`src/hdl/kwm_pkg.sv`:
```
// Shared types and constants for the k-way sorted merge block.
package kwm_pkg;

   localparam int NUM_LISTS_DEF  = 8;
   localparam int LIST_DEPTH_DEF = 16;

   localparam int VALUE_W  = 32;
   localparam int SEL_W    = 3;
   localparam int CSR_W    = 4;
   localparam int STATUS_W = 2;

   localparam logic [CSR_W-1:0] CSR_RESET = 4'd8;

   typedef enum logic [0:0] {
      OP_PUSH = 1'b0,
      OP_POP  = 1'b1
   } op_type;

   typedef enum logic [STATUS_W-1:0] {
      ST_OK     = 2'd0,
      ST_FULL   = 2'd1,
      ST_EMPTY  = 2'd2,
      ST_UNUSED = 2'd3
   } status_type;

   typedef enum logic [1:0] {
      ENG_IDLE,
      ENG_SCAN,
      ENG_DONE
   } eng_state_type;

   // One queued word, already classified by the front end.
   typedef struct packed {
      op_type                     op;
      logic                       unused;
      logic [SEL_W-1:0]           sel;
      logic signed [VALUE_W-1:0]  value;
   } item_type;

endpackage

```
`src/hdl/kwm_front.sv`:
```
// Front end: accepts request words, flags pushes to unused lists, queues them.
module kwm_front
   import kwm_pkg::*;
#(
   parameter int NUM_LISTS = NUM_LISTS_DEF,
   localparam int CNT_W    = $clog2(NUM_LISTS + 1),
   localparam int CMP_W    = (CNT_W > SEL_W) ? CNT_W : SEL_W
) (
   input  logic                       clock,
   input  logic                       reset,
   input  logic                       req_valid,
   output logic                       req_stall,
   input  logic                       req_operation,
   input  logic [SEL_W-1:0]           req_list_select,
   input  logic signed [VALUE_W-1:0]  req_value,
   input  logic [CNT_W-1:0]           active_cnt,
   output logic                       q_valid,
   output item_type                   q_item,
   input  logic                       q_take
);

   item_type   q_mem_ff [2];
   logic       wr_ptr_ff, wr_ptr_in;
   logic       rd_ptr_ff, rd_ptr_in;
   logic [1:0] count_ff, count_in;
   item_type   new_item;
   logic       push_q;

   always_comb begin
      new_item.op     = op_type'(req_operation);
      new_item.sel    = req_list_select;
      new_item.value  = req_value;
      new_item.unused = (CMP_W'(req_list_select) >= CMP_W'(active_cnt));
   end

   assign req_stall = (count_ff == 2'd2);
   assign push_q    = req_valid && !req_stall;
   assign q_valid   = (count_ff != 2'd0);
   assign q_item    = q_mem_ff[rd_ptr_ff];

   always_comb begin
      wr_ptr_in = wr_ptr_ff;
      rd_ptr_in = rd_ptr_ff;
      count_in  = count_ff;
      if (push_q) begin
         wr_ptr_in = ~wr_ptr_ff;
      end
      if (q_take) begin
         rd_ptr_in = ~rd_ptr_ff;
      end
      priority if (push_q && !q_take) begin
         count_in = count_ff + 2'd1;
      end else if (q_take && !push_q) begin
         count_in = count_ff - 2'd1;
      end else begin
         count_in = count_ff;
      end
   end

   always_ff @(posedge clock) begin
      if (reset) begin
         wr_ptr_ff <= 1'b0;
         rd_ptr_ff <= 1'b0;
         count_ff  <= 2'd0;
      end else begin
         wr_ptr_ff <= wr_ptr_in;
         rd_ptr_ff <= rd_ptr_in;
         count_ff  <= count_in;
      end
   end

   always_ff @(posedge clock) begin
      if (push_q) begin
         q_mem_ff[wr_ptr_ff] <= new_item;
      end
   end

endmodule

```
`config.mk`:
```
export PLATFORM = sky130hd
export DESIGN_NAME = kwm_front
export DESIGN_NICKNAME = d
export VERILOG_FILES = /design/src/hdl/kwm_pkg.sv /design/src/hdl/kwm_front.sv
export SDC_FILE = /design/constraint.sdc
export NUM_CORES = 1
export LEC_CHECK = 0
export BUFFER_PORTS_ARGS = -buffer_cell sky130_fd_sc_hd__clkbuf_2
export CORE_ASPECT_RATIO = 1.2
export CORE_UTILIZATION = 46
export DETAILED_ROUTE_END_ITERATION = 7
export HOLD_SLACK_MARGIN = 0.03
export PLACE_DENSITY_LB_ADDON = 0.15
export SLEW_MARGIN = 20
export SYNTH_ARGS = -nofsm -noshare
export SYNTH_HDL_FRONTEND = slang
export SYNTH_SLANG_ARGS = --single-unit
```
`constraint.sdc`:
```
create_clock -name clock -period 2 [get_ports clock]
set_input_delay 0.2 -clock clock [delete_from_list [all_inputs] [get_ports clock]]
set_output_delay 0.2 -clock clock [all_outputs]
set_load 0.03 [all_outputs]
```
# Yosys cells after proc, flatten, opt, wreduce, memory -nomap -nowiden

Memory sizes are Yosys's and may differ from the RTL's. A register that Yosys moved wholly into a read port is not among the register bits.
Index checks and enable logic that the tools add are counted.

Register bits: 4
Logic and storage cells: 24
Bits in writable memories: 74
Output and inout port bits: 39
Memories kept: 1
Bits in latches: 0
Memory bits (read-only): 0
Input bits: 44

Memory list:

| memory   | words | width | rd ports | clocked after Yosys merged registers in | write ports | RTL line        | RTL |
|---|---|---|---|---|---|---|---|
| q_mem_ff | 2     | 37    | 1        | 1                                       | 1           | kwm_front.sv:22 | `item_type q_mem_ff [2];` |

$add $sub $neg: 2
Shift-type cells: 0
Equality and inequality tests: 1
Mux-type cells: 6
$mul: 0
Div/mod/pow operators: 0
Bitwise gates (word level): 2
Order comparisons: 1
Reductions and logical operators: 8

Operators with widths:

| cell                | count |
|---|---|
| $ge 3x4->1          | 1 |
| $mux 1              | 4 |
| $mux 2              | 2 |
| $reduce_bool 2->1   | 2 |
| $logic_and 1x1->1   | 3 |
| $logic_not 1->1     | 3 |
| $add 2x1->2 const B | 1 |
| $eq 2x2->1 const B  | 1 |
| $not 1->1           | 2 |
| $sub 2x1->2 const B | 1 |

# Logic depth before layout (Yosys ltp)

Word-level depth: 7
Gate-level depth with buffers: 6
Gate-level depth less buffers: 6

# Least setup slack after synthesis

OpenSTA, ideal clock, no wires.

Path kind: reg2reg
From: reg count_ff[1]
To: mem q_mem_ff[0][0] in the netlist's numbering, enable pin
Required time: 1608 ps
Setup slack: 14 ps
Setup time: 392 ps
Path buffers: 0
Period minus slack after synthesis: 1986 ps
Arrival: 1595 ps
Cell stages (with the launch flop): 4
Path through: dfxtp_1 > nor2b_2 > or3_1 > inv_1

Cells in the longest elaborated chain, start to end: 5

RTL lines:

| element                      | RTL line        | RTL |
|---|---|---|
| start: declaration           | kwm_front.sv:25 | `logic [1:0] count_ff, count_in;` |
| start signal: assignment     | kwm_front.sv:68 | `count_ff <= count_in;` |
| $eq 2x2->1                   | kwm_front.sv:36 | `assign req_stall = (count_ff == 2'd2);` |
| named net req_stall          | kwm_front.sv:12 | `output logic req_stall,` |
| $logic_not 1->1              | kwm_front.sv:37 | `assign push_q = req_valid && !req_stall;` |
| $logic_and 1x1->1            | kwm_front.sv:37 |  |
| $mux 1                       | kwm_front.sv:73 | `if (push_q) begin` |
| $mux 1 (implied by the code) | kwm_front.sv:74 | `q_mem_ff[wr_ptr_ff] <= new_item;` |
| end: declaration             | kwm_front.sv:22 |  |

The timed path passes the listed nets, and every way through them passes these cells.

==> reports/qor.csv <==
metric,value,unit
insertion_delay,0.34,ns
dr.first_iter.drc_count,68,
hold_viol,0,
core.rowCount,31,
post_drt_wl_per_cell,13.9,um
antenna_found_initial,0,
grt_pass1_vias,1648,
dp_hpwl,3050,um
drtPass1Iterations,4,
initial_core_util,48.2,%
powerDensity,1020,nW/um^2
setup_tns,0,ns
gp_congestion,0.640,
layout_common_cells,"82 x clkbuf_2, 74 x edfxtp_1, 37 x mux2_2",
fin_skew,0.00501,ns
via_per_inst,4.71,
finalNetCount,311,
core_area,6130,sq um
io_buffers,82,
wl_met3,330,um
dr.max_layer_used,met4,
die_y,89.8,um
routed_wl,4860,um
rsz0062_at_grt,false,
crit_arrival,1.47,ns
cts_root_buf,clkbuf_8,
diodes,0,
setup_viol,0,
cts_hold_buf,7,
synth_area,2960,sq um
drv_cap,0,
grt_max_degree,38,
numCtsBuffers,9,
worst_pin_slew,0.270,ns
dieArea,6750,sq um
drc_errors,0,
die_w,75.2,um
fill_cells,495,
area_growth,31.5,%
met1_length,2040,um
wl_met2,2420,um
path_clk_slew,0.08,ns
drive_gt1_share,52.6,%
finalMaxSlewViolations,0,
worst_ep_required_time,1.80,ns
timing.final.crit_period,1.67,ns
relSlewSlack,82.0,%
grt-ovfl-total,0,
status,"finished, final reports clean",
worst_setup_path_start_kind,flip-flop,
synth_cell_types,19,
cts_tree,built,
worstHoldPathType,input port to flip-flop,
syn_nets,198,
final_common_cell,clkbuf_2,
grt_first_pass_wirelength,7450,um
clock_path_buffers,2,
post_cts_buffers,0,
ys_seq_area_share,78.5,%
fin_crit_sh,83.5,%
fmax,599,MHz
layout.cells.non_filler,350,
ys_seq_elements,79,
avgSynthCellArea,19.7,sq um
synth_cells,150,
critical_path_class,flip-flop to output port,
via_count,1648,
yosysWarnings,0,
grt_usage,15.6,%
cp_max_fo,37,
cts_sinks,79,
endpoint_kind,output port,
cts_max_level,3,
ir_drop,0.000652,V
postRouteAntennaNets,0,
p_leak,1.52,nW
place_inst,314,
cts_resized,0,
ios,83,
-- power breakdown --
group / internal, mW / switching, mW
Combinational: 0.300 / 0.506
Sequential: 2.00 / 0.0423
Clock: 0.570 / 0.542
-- cells by family after synthesis --
group	count (synthesis)	synth area share (%)
flip-flops	79	78.5
multiplexers	37	14.1
AND/OR/NAND/NOR	12	2.16
buffers and inverters	10	1.69
AO/OA/AOI/OAI	5	0.931
adder cells (fa/ha/maj)	4	1.69
XOR/XNOR	3	0.889
-- synthesized netlist by cell type --
cell type	number	area [sq um]
nand2b_1	1	6.26
xnor2_1	1	8.76
and2_1	1	6.26
buf_4	3	22.5
a21oi_1	2	10.0
a211oi_1	1	7.51
nor2_1	5	18.8
edfxtp_1	74	2220
or2_2	1	6.26
buf_2	1	5.00
nor3_1	1	5.00
nor2b_2	1	8.76
dfxtp_1	5	100
inv_1	6	22.5
xor2_1	2	17.5
ha_1	4	50.1
mux2_2	37	417
o21ai_0	2	10.0
or3_1	2	12.5
-- final timing paths --
| path | startpoint | endpoint | slack, ns | depth (start not counted) |
|---|---|---|---|---|
| max | flip-flop | q_item[13] | 0.33 | 3 |
| min | req_value[10] | q_mem_ff[0][10] | 0.05 | 1 |
| max reg2reg | count_ff[1] | count_ff[1] | 0.50 | 5 |
| min reg2reg | wr_ptr_ff | wr_ptr_ff | 0.49 | 2 |
-- sequential cells by signal, indices dropped and copies added (netlist names), named ones only --
register	count
rd_ptr_ff	1
wr_ptr_ff	1
count_ff	2
q_mem_ff	74
-- through the flow --
| stage | worst slack, ns | hold slack, ns | cell area, sq um | utilization, % | power, mW |
|---|---|---|---|---|---|
| after global placement | 0.544 | 0.390 | 3500 | 57.1 | 2.85 |
| after global routing | 0.246 | 0.0302 | 3890 | 63.5 | 4.13 |
| after CTS | 0.294 | 0.0300 | 3760 | 61.3 | 3.99 |
| after floorplan | 0.0135 | 0.269 | 2960 | - | 2.61 |
| final | 0.329 | 0.0513 | 3890 | 63.5 | 3.96 |
| after detailed placement | 0.519 | 0.395 | 3500 | 57.1 | 2.87 |
-- critical path, cell delays in order (launching register included) --
cell and delay (ns):
dfxtp_2 0.34, buf_12 0.22, mux2_2 0.37, clkbuf_2 0.18
-- metal layers --
metal	GRT usage (%)	vias up
met2	24.1	54
met1	17.9	787
met4	7.56	0
met5	0	-
li1	-	800
met3	7.40	7
-- cell type report --
cell class	count	area, sq um	share of cell area [%]
Clock buffer	10	128	3.28
Clock inverter	6	61.3	1.58
Inverter	6	22.5	0.579
Multi-Input combinational cell	61	586	15.1
Sequential cell	79	2320	59.7
Tap cell	82	103	2.64
Timing Repair Buffer	106	666	17.1
(Power assumes the default switching activity.)
